### src/rtl/pevt_pkg.sv
package pevt_pkg;

  localparam int IDX_W   = 10;
  localparam int LCNT_W  = 11;
  localparam int FLD_W   = 32;
  localparam int ACC_W   = 64;
  localparam int NCOMP   = 6;
  localparam int TMAG_W  = 48;
  localparam int CFG_W   = 11;

  localparam logic signed [ACC_W-1:0] ACC_MAX = {1'b0, {(ACC_W-1){1'b1}}};
  localparam logic signed [ACC_W-1:0] ACC_MIN = {1'b1, {(ACC_W-1){1'b0}}};

  typedef enum logic [2:0] {
    REQ_RAD     = 3'd0,
    REQ_XYZ     = 3'd1,
    REQ_CLR     = 3'd2,
    REQ_RD_GLB  = 3'd3,
    REQ_RD_ATOM = 3'd4
  } req_t;

  typedef enum logic [2:0] {
    CFG_E_GLB  = 3'd0,
    CFG_E_ATOM = 3'd1,
    CFG_V_GLB  = 3'd2,
    CFG_V_ATOM = 3'd3,
    CFG_NEWTON = 3'd4,
    CFG_LOCAL  = 3'd5
  } cfg_idx_t;

  typedef struct packed {
    logic              e_glb;
    logic              e_atom;
    logic              v_glb;
    logic              v_atom;
    logic              newton;
    logic [LCNT_W-1:0] local_cnt;
  } cfg_t;

  typedef enum logic [2:0] {
    MOP_NONE, MOP_T, MOP_TF, MOP_LO, MOP_HI, MOP_FIN
  } mop_t;

  typedef struct packed {
    logic       load;
    mop_t       mop;
    logic [2:0] comp;
    logic       glb_i;
    logic       glb_j;
    logic       ram_re;
    logic       ram_we;
    logic       sel_j;
    logic       clr;
    logic       out_glb;
    logic       out_atm;
  } cmd_t;

  typedef struct packed {
    logic clr_last;
  } stat_t;

  typedef enum logic [3:0] {
    ST_CLEAR, ST_IDLE, ST_T, ST_TF, ST_LO, ST_HI, ST_FIN, ST_GLB_I, ST_GLB_J,
    ST_RD_I, ST_WR_I, ST_RD_J, ST_WR_J, ST_RD_A, ST_OUT_A, ST_OUT_G
  } state_t;

  // first and second axis of each virial component: xx yy zz xy xz yz
  function automatic logic [1:0] comp_pa(input logic [2:0] k);
    logic [1:0] r;
    case (k)
      3'd1, 3'd5: r = 2'd1;
      3'd2:       r = 2'd2;
      default:    r = 2'd0;
    endcase
    return r;
  endfunction

  function automatic logic [1:0] comp_pb(input logic [2:0] k);
    logic [1:0] r;
    case (k)
      3'd1, 3'd3:       r = 2'd1;
      3'd2, 3'd4, 3'd5: r = 2'd2;
      default:          r = 2'd0;
    endcase
    return r;
  endfunction

  function automatic logic signed [ACC_W-1:0] sat_add(input logic signed [ACC_W-1:0] a,
                                                      input logic signed [ACC_W-1:0] b);
    logic signed [ACC_W-1:0] s;
    s = a + b;
    if (!a[ACC_W-1] && !b[ACC_W-1] && s[ACC_W-1]) return ACC_MAX;
    if (a[ACC_W-1] && b[ACC_W-1] && !s[ACC_W-1]) return ACC_MIN;
    return s;
  endfunction

  // halve with ties away from zero
  function automatic logic signed [ACC_W-1:0] half_round(input logic signed [FLD_W:0] x);
    logic [FLD_W:0] m;
    logic [FLD_W:0] r;
    logic [ACC_W-1:0] e;
    m = x[FLD_W] ? (FLD_W+1)'(-x) : (FLD_W+1)'(x);
    r = (m + (FLD_W+1)'(1)) >> 1;
    e = ACC_W'(r);
    return x[FLD_W] ? -$signed(e) : $signed(e);
  endfunction

  function automatic logic [FLD_W-1:0] mag32(input logic signed [FLD_W-1:0] x);
    return x[FLD_W-1] ? FLD_W'(-x) : FLD_W'(x);
  endfunction

endpackage

### src/rtl/pevt_ctrl.sv
module pevt_ctrl
  import pevt_pkg::*;
(
  input  logic       clk,
  input  logic       rst_n,
  input  logic       start,
  input  logic [2:0] req_type,
  input  stat_t      stat,
  output logic       busy,
  output cmd_t       cmd
);

  state_t     state_r, state_nxt;
  logic [2:0] k_r, k_nxt;
  logic       rad_r, rad_nxt;

  // hold state, component count and tally kind
  always_ff @(posedge clk) begin
    if (!rst_n) begin
      state_r <= ST_CLEAR;
      k_r     <= '0;
      rad_r   <= 1'b0;
    end else begin
      state_r <= state_nxt;
      k_r     <= k_nxt;
      rad_r   <= rad_nxt;
    end
  end

  // next state
  always_comb begin
    state_nxt = state_r;
    k_nxt     = k_r;
    rad_nxt   = rad_r;
    unique case (state_r)
      ST_CLEAR: if (stat.clr_last) state_nxt = ST_IDLE;
      ST_IDLE: begin
        if (start) begin
          k_nxt   = '0;
          rad_nxt = (req_type == REQ_RAD);
          unique case (req_type)
            REQ_RAD:     state_nxt = ST_T;
            REQ_XYZ:     state_nxt = ST_LO;
            REQ_CLR:     state_nxt = ST_CLEAR;
            REQ_RD_GLB:  state_nxt = ST_OUT_G;
            REQ_RD_ATOM: state_nxt = ST_RD_A;
            default:     state_nxt = ST_IDLE;
          endcase
        end
      end
      ST_T:  state_nxt = ST_TF;
      ST_TF: state_nxt = ST_LO;
      ST_LO: state_nxt = rad_r ? ST_HI : ST_FIN;
      ST_HI: state_nxt = ST_FIN;
      ST_FIN: begin
        if (k_r == 3'(NCOMP - 1)) begin
          k_nxt     = '0;
          state_nxt = ST_GLB_I;
        end else begin
          k_nxt     = k_r + 3'd1;
          state_nxt = rad_r ? ST_T : ST_LO;
        end
      end
      ST_GLB_I: state_nxt = ST_GLB_J;
      ST_GLB_J: state_nxt = ST_RD_I;
      ST_RD_I:  state_nxt = ST_WR_I;
      ST_WR_I:  state_nxt = ST_RD_J;
      ST_RD_J:  state_nxt = ST_WR_J;
      ST_WR_J:  state_nxt = ST_IDLE;
      ST_RD_A:  state_nxt = ST_OUT_A;
      ST_OUT_A: state_nxt = ST_IDLE;
      ST_OUT_G: state_nxt = ST_IDLE;
      default:  state_nxt = ST_IDLE;
    endcase
  end

  // commands to the datapath
  always_comb begin
    cmd      = '0;
    cmd.mop  = MOP_NONE;
    cmd.comp = k_r;
    busy     = (state_r != ST_IDLE);
    unique case (state_r)
      ST_CLEAR: cmd.clr = 1'b1;
      ST_IDLE:  cmd.load = start;
      ST_T:     cmd.mop = MOP_T;
      ST_TF:    cmd.mop = MOP_TF;
      ST_LO:    cmd.mop = MOP_LO;
      ST_HI:    cmd.mop = MOP_HI;
      ST_FIN:   cmd.mop = MOP_FIN;
      ST_GLB_I: cmd.glb_i = 1'b1;
      ST_GLB_J: cmd.glb_j = 1'b1;
      ST_RD_I:  cmd.ram_re = 1'b1;
      ST_WR_I:  cmd.ram_we = 1'b1;
      ST_RD_J: begin
        cmd.ram_re = 1'b1;
        cmd.sel_j  = 1'b1;
      end
      ST_WR_J: begin
        cmd.ram_we = 1'b1;
        cmd.sel_j  = 1'b1;
      end
      ST_RD_A:  cmd.ram_re = 1'b1;
      ST_OUT_A: cmd.out_atm = 1'b1;
      ST_OUT_G: cmd.out_glb = 1'b1;
      default:  cmd.mop = MOP_NONE;
    endcase
  end

endmodule

### config.mk
export PLATFORM = sky130hd
export DESIGN_NAME = pevt_ctrl
export DESIGN_NICKNAME = d
export VERILOG_FILES = /design/src/rtl/pevt_pkg.sv /design/src/rtl/pevt_ctrl.sv
export SDC_FILE = /design/constraint.sdc
export NUM_CORES = 1
export LEC_CHECK = 0
export BUFFER_PORTS_ARGS = -buffer_cell sky130_fd_sc_hd__buf_2
export CELL_PAD_IN_SITES_DETAIL_PLACEMENT = 0
export CELL_PAD_IN_SITES_GLOBAL_PLACEMENT = 1
export CORE_MARGIN = 2
export CORE_UTILIZATION = 33
export CTS_CLUSTER_DIAMETER = 120
export CTS_CLUSTER_SIZE = 30
export DETAILED_ROUTE_END_ITERATION = 10
export PLACE_DENSITY_LB_ADDON = 0.2
export SLEW_MARGIN = 20
export SYNTH_ARGS = -nofsm -noshare
export SYNTH_HDL_FRONTEND = slang
export SYNTH_SLANG_ARGS = --single-unit
### constraint.sdc
create_clock -name clk -period 1.75 [get_ports clk]
set_input_delay 0.175 -clock clk [delete_from_list [all_inputs] [get_ports clk]]
set_output_delay 0.175 -clock clk [all_outputs]
set_load 0.005 [all_outputs]
==> results.yml, run 1 <==
pwr:
  p_leak_nw: 0.348
  power_mw: 0.408
  power_frac_comb_pct: 18.5
  p_sw_share_pct: 26.7
  p_clk_share_pct: 34.0
  power_density_nw_per_um2: 490
  seqPwrFrac_pct: 47.5
  peakVddDrop_uv: 432
  intPower_mw: 0.299
  p_sw_mw: 0.109
global_route:
  grt.met3_usage_pct: 5.21
  grtUsageTotal_pct: 14.6
  use_met2_pct: 21.2
  grt_pass1_vias: 612
  grt_overflow_total: 0
  grt_pass1_wl_um: 2770
  grt_max_degree: 17
  grt.busiest_layer: "met1"
  met1_usage_pct: 21.3
  antenna_found_initial: 0
clocking:
  clk_pin_slew_worst_paths_ns: 0.06
  cts_buffers: 3
  cts_tree: "yes"
  cts_setup_buffers: 0
  cts_buffer_depth: 2
  worstSkewPairLatency_ns: 0.25
  clock-sinks: 8
  htree_levels: 1
  cts_root_buffer: "clkbuf_4"
layout:
  final_area_um2: 832
  diodes: 0
  n_fill_cell: 212
  utilization_pct: 42.8
  post_route_cells_drive_above_1_share_pct: 30.2
  fin_nets: 125
  instances_no_fill: 143
  syn_to_final_growth_pct: 23.8
placement:
  hpwl_um: 1310
  pre_cts_ws_ns: 0.302
  placed_cells: 140
  gp_congestion: 0.856
  placed_cell_area_um2: 808
  numPortBuffers: 22
setup_path:
  slowest_stage: "dfxtp_1"
  criticalPathCategory: "reg2out"
  critical_path_arrival_ns: 1.51
  startpoint_type: "flop"
  r2r-start: "state_r[3]"
  crit_chain: "or2_1, or3_4, buf_2"
  crit_path_end_kind: "output pin"
  slowest_delay_ns: 0.44
  cp-startpoint: "state_r[2]"
  cp.required_ns: 1.57
  critical-path-top-delay-family: "simple AND/OR/NAND/NOR gates"
  critPathMaxFanout: 13
  r2r_slack_ns: 0.29
  crit_buf_inv: 1
floorplan:
  core_area_um2: 1940
  die_w_um: 49.1
  rows: 16
  die_y_um: 49.1
  start_util_pct: 34.6
  fp.dieArea_um2: 2410
  pin_count: 23
synth:
  synth_cell_types: 37
  synthTopCellsByCount: "nor2_1 (11), nand2_1 (9), dfxtp_1 (8), a21boi_1 (6)"
  syn-num-nets: 100
  synth_flop_cell: "dfxtp_1"
  yosysTopAreaCell: "dfxtp_1"
  synth.top_cell.area_share_pct: 23.8
  netlist_top_cells_area: "dfxtp_1 (24%), a21boi_1 (6.7%), nor2_1 (6.1%), nand2_1 (5.0%), a21oi_1 (3.7%)"
  synth.avg_cell_area_um2: 7.22
  synth_seq_cells: 8
  synth_edf_count: 0
  syn_inst: 93
  synth-async-reset-ratio_pct: 0
  synth_area_um2: 672
  synth.most_common_cell: "nor2_1"
  yosysSeqAreaShare_pct: 23.8
  synth_warnings: 0
sta:
  slew_viol_final: 0
  tns_ns: 0
  finalSetupViolations: 0
  slew_headroom_pct: 66.3
  finalCriticalPeriod_ns: 1.69
  period_share_pct: 96.6
  hold_ws_ns: 0.213
  skew_ns: 0.00739
  worst_slew_pin_slew_ns: 0.504
  hold_viol_final: 0
  fmax_mhz: 592
  rsz0062_at_grt: "false"
  setup_slack_ns: 0.0603
run:
  maxCapViolCount: 0
drt:
  antenna_left: 0
  wl_per_cell_um: 12.0
  via_per_inst: 5.22
  drt_iter0_drc: 22
  dr.pass1.iters: 4
  drcViolationCount: 0
  vias: 746
  wl_um: 1720
run_status:
  outcome: "finished, final reports clean"
min_path:
  min_from: "stat"
  hold_class: "in2reg"
cell families after synthesis:
logic type / share of synthesized area (%)
compound gates: 27.9
xor+xnor: 1.30
buf+inv: 7.26
flops: 23.8
simple gates: 39.7
worst paths after layout:
path                end  depth (start not counted)
max                busy                          3
min          state_r[0]                          3
max reg2reg  state_r[1]                          4
min reg2reg       rad_r                          2
registers in the layout, summed over array words and instances (netlist names):
signal	count
k_r	3
rad_r	1
state_r	4
power groups by stage:
stage	clock network [mW]	logic, mW	registers, mW
finish	0.139	0.0754	0.194
global route	0.151	0.0831	0.194
CTS	0.145	0.0754	0.193
global placement	0	0.0758	0.197
floorplan	0	0.0492	0.193
detailed placement	0	0.0750	0.197
cell type report:
class	count	area [um2]	share of cell area, %
clock buffers	3	22.5	2.71
inverters	5	18.8	2.26
multi-input cells	75	463	55.6
flip-flops and latches	8	161	19.4
well taps	27	33.8	4.06
repair buffers	25	133	15.9
what timing repair did:
item | CTS | global route
hold buffers | 0 | 0
setup endpoints to repair | 0 | 3
resized for setup | 0 | 1
cell usage in the layout (no fill, tap or decap), types with 2 or more instances in the layout:
cell,n
buf_2,22
nor2_1,11
nand2_1,9
dfxtp_1,7
a21boi_1,6
nor3_1,5
a21oi_1,5
inv_1,4
nor2b_1,3
nand2b_1,3
o21ai_0,3
clkbuf_4,3
buf_4,3
or2_1,2
o22ai_1,2
or3_1,2
o21ai_1,2
nand3b_1,2
nand3_1,2
o211ai_1,2
worst reg2reg max path, stage by stage, from the launching register on:
cell      delay [ns]
dfxtp_1         0.46
or3_1           0.47
o211ai_1        0.18
nor2_1          0.10
a21boi_1        0.13
metal layers:
layer  vias up  part of all wire (%)
met2        27                    44
met5         -                     0
li1        384                     -
met1       335                    49
met3         0                   7.3
met4         0                     0
No activity file was read; power rests on OpenSTA's default activity.
==> run 2, diff against run 1 <==
- PLACE_DENSITY_LB_ADDON: 0.2 -> 0.05
==> results.yml, run 2 (synthesis results as in run 1) <==
setup_path:
  r2r_slack_ns: 0.33
  crit_chain: "or2_4, or3_4, buf_2"
  cp.required_ns: 1.57
  reg2reg_depth: 4
  r2r_end: "state_r[3]"
  critPathMaxFanout: 13
  criticalPathCategory: "reg2out"
  critical_path_arrival_ns: 1.48
  slowest_stage: "dfxtp_1"
  cp-startpoint: "state_r[2]"
  startpoint_type: "flop"
  r2r-start: "state_r[3]"
  crit_path_end_kind: "output pin"
  slowest_delay_ns: 0.43
drt:
  dr.pass1.iters: 6
  wl_um: 1720
  wl_per_cell_um: 12.0
  drcViolationCount: 0
  antenna_left: 0
  drt_iter0_drc: 23
  vias: 749
  via_per_inst: 5.24
placement:
  hpwl_um: 1320
  numPortBuffers: 22
  gp_congestion: 0.826
layout:
  final_common_cell: "buf_2"
  diodes: 0
  syn_to_final_growth_pct: 24.2
  largestRegisters: "state_r: 4 flops, k_r: 3 flops, rad_r: 1 flops"
  post_route_cells_drive_above_1_share_pct: 31.0
  mostFrequentLayoutCells: "buf_2 (22), nor2_1 (11), nand2_1 (9)"
  regMostFlops: "state_r"
  n_fill_cell: 221
  fin_nets: 125
  largest_register_ffs: 4
sta:
  hold_viol_final: 0
  rsz0062_at_grt: "false"
  tns_ns: 0
  worst_slew_pin_slew_ns: 0.412
  period_share_pct: 94.4
  fmax_mhz: 605
  skew_ns: 0.000730
  slew_viol_final: 0
  finalSetupViolations: 0
  slew_headroom_pct: 71.8
  finalCriticalPeriod_ns: 1.65
pwr:
  power_mw: 0.413
  p_leak_nw: 0.348
  power_density_nw_per_um2: 495
  peakVddDrop_uv: 418
clocking:
  cts.repair.resized: 0
  hold_buffers: 0
  cts_root_buffer: "clkbuf_4"
  cts_buffers: 3
  worstSkewPairLatency_ns: 0.26
  cts_buffer_depth: 2
  clk_pin_slew_worst_paths_ns: 0.05
  cts_tree: "yes"
  cts_setup_buffers: 0
  clock-sinks: 8
  htree_levels: 1
min_path:
  min_from: "stat"
  min_path_cells: 3
  hold_class: "in2reg"
  hold_end: "state_r[0]"
floorplan:
  fp.dieArea_um2: 2410
  pin_count: 23
  rows: 16
  start_util_pct: 34.6
  core_area_um2: 1940
  die_y_um: 49.1
  die_w_um: 49.1
global_route:
  antenna_found_initial: 0
  grt_overflow_total: 0
  grtUsageTotal_pct: 15.1
  grt_pass1_wl_um: 2770
  grt_pass1_vias: 612
  grt_max_degree: 15
run_status:
  outcome: "finished, final reports clean"
run:
  maxCapViolCount: 0
==> run 2: cell count changes in the layout (fill, tap and decap cells not counted) <==
cell   previous run  this run
or2_1             2         1
or2_4             0         1
==> run 2: routing by layer <==
metal / track usage [%] / up-vias / share of wire [%]
met2: 23.6 / 21 / 45
met5: 0 / - / 0
met4: 4.29 / 0 / 0.47
met1: 19.1 / 337 / 49
li1: - / 389 / -
met3: 6.13 / 2 / 5.6
==> run 2: metrics by stage <==
| step | cell area [um2] | instances | setup slack [ns] | hold WS (ns) | util, % |
|---|---|---|---|---|---|
| floorplan | 672 | 93 | 0.509 | 0.295 | - |
| CTS | 831 | 143 | 0.00306 | 0.162 | 42.8 |
| global placement | 808 | 140 | 0.324 | 0.436 | 41.6 |
| finish | 835 | 143 | 0.0983 | 0.160 | 43.0 |
| global route | 835 | 143 | 0.0275 | 0.153 | 43.0 |
| detailed placement | 808 | 140 | 0.281 | 0.433 | 41.6 |
==> run 2: worst max-delay path: cells and delay by family (launching register included) <==
family	cells	cell delay [ns]
AND/OR/NAND/NOR	2	0.66
flip-flops	1	0.43
buffers and inverters	1	0.13
==> run 2: cell type report <==
class,instances,area (um2),share of cell area (%)
multi-input combinational,75,465,55.8
inverter,5,18.8,2.25
timing repair buffer,25,133,15.9
sequential,8,161,19.3
clock buffer,3,22.5,2.70
tap,27,33.8,4.05
==> run 2: where the power goes <==
group          leakage (nW)  internal, mW  switching (mW)  total (mW)
combinational         0.269        0.0357          0.0398      0.0755
sequential           0.0653         0.185         0.00718       0.193
clock                0.0138        0.0787          0.0661       0.145
total                 0.348         0.300           0.113       0.413
==> run 2: worst max path at each step <==
stage | endpoint
floorplan | state_r[2]
global placement | state_r[2]
detailed placement | state_r[2]
CTS | busy
global route | busy
finish | busy
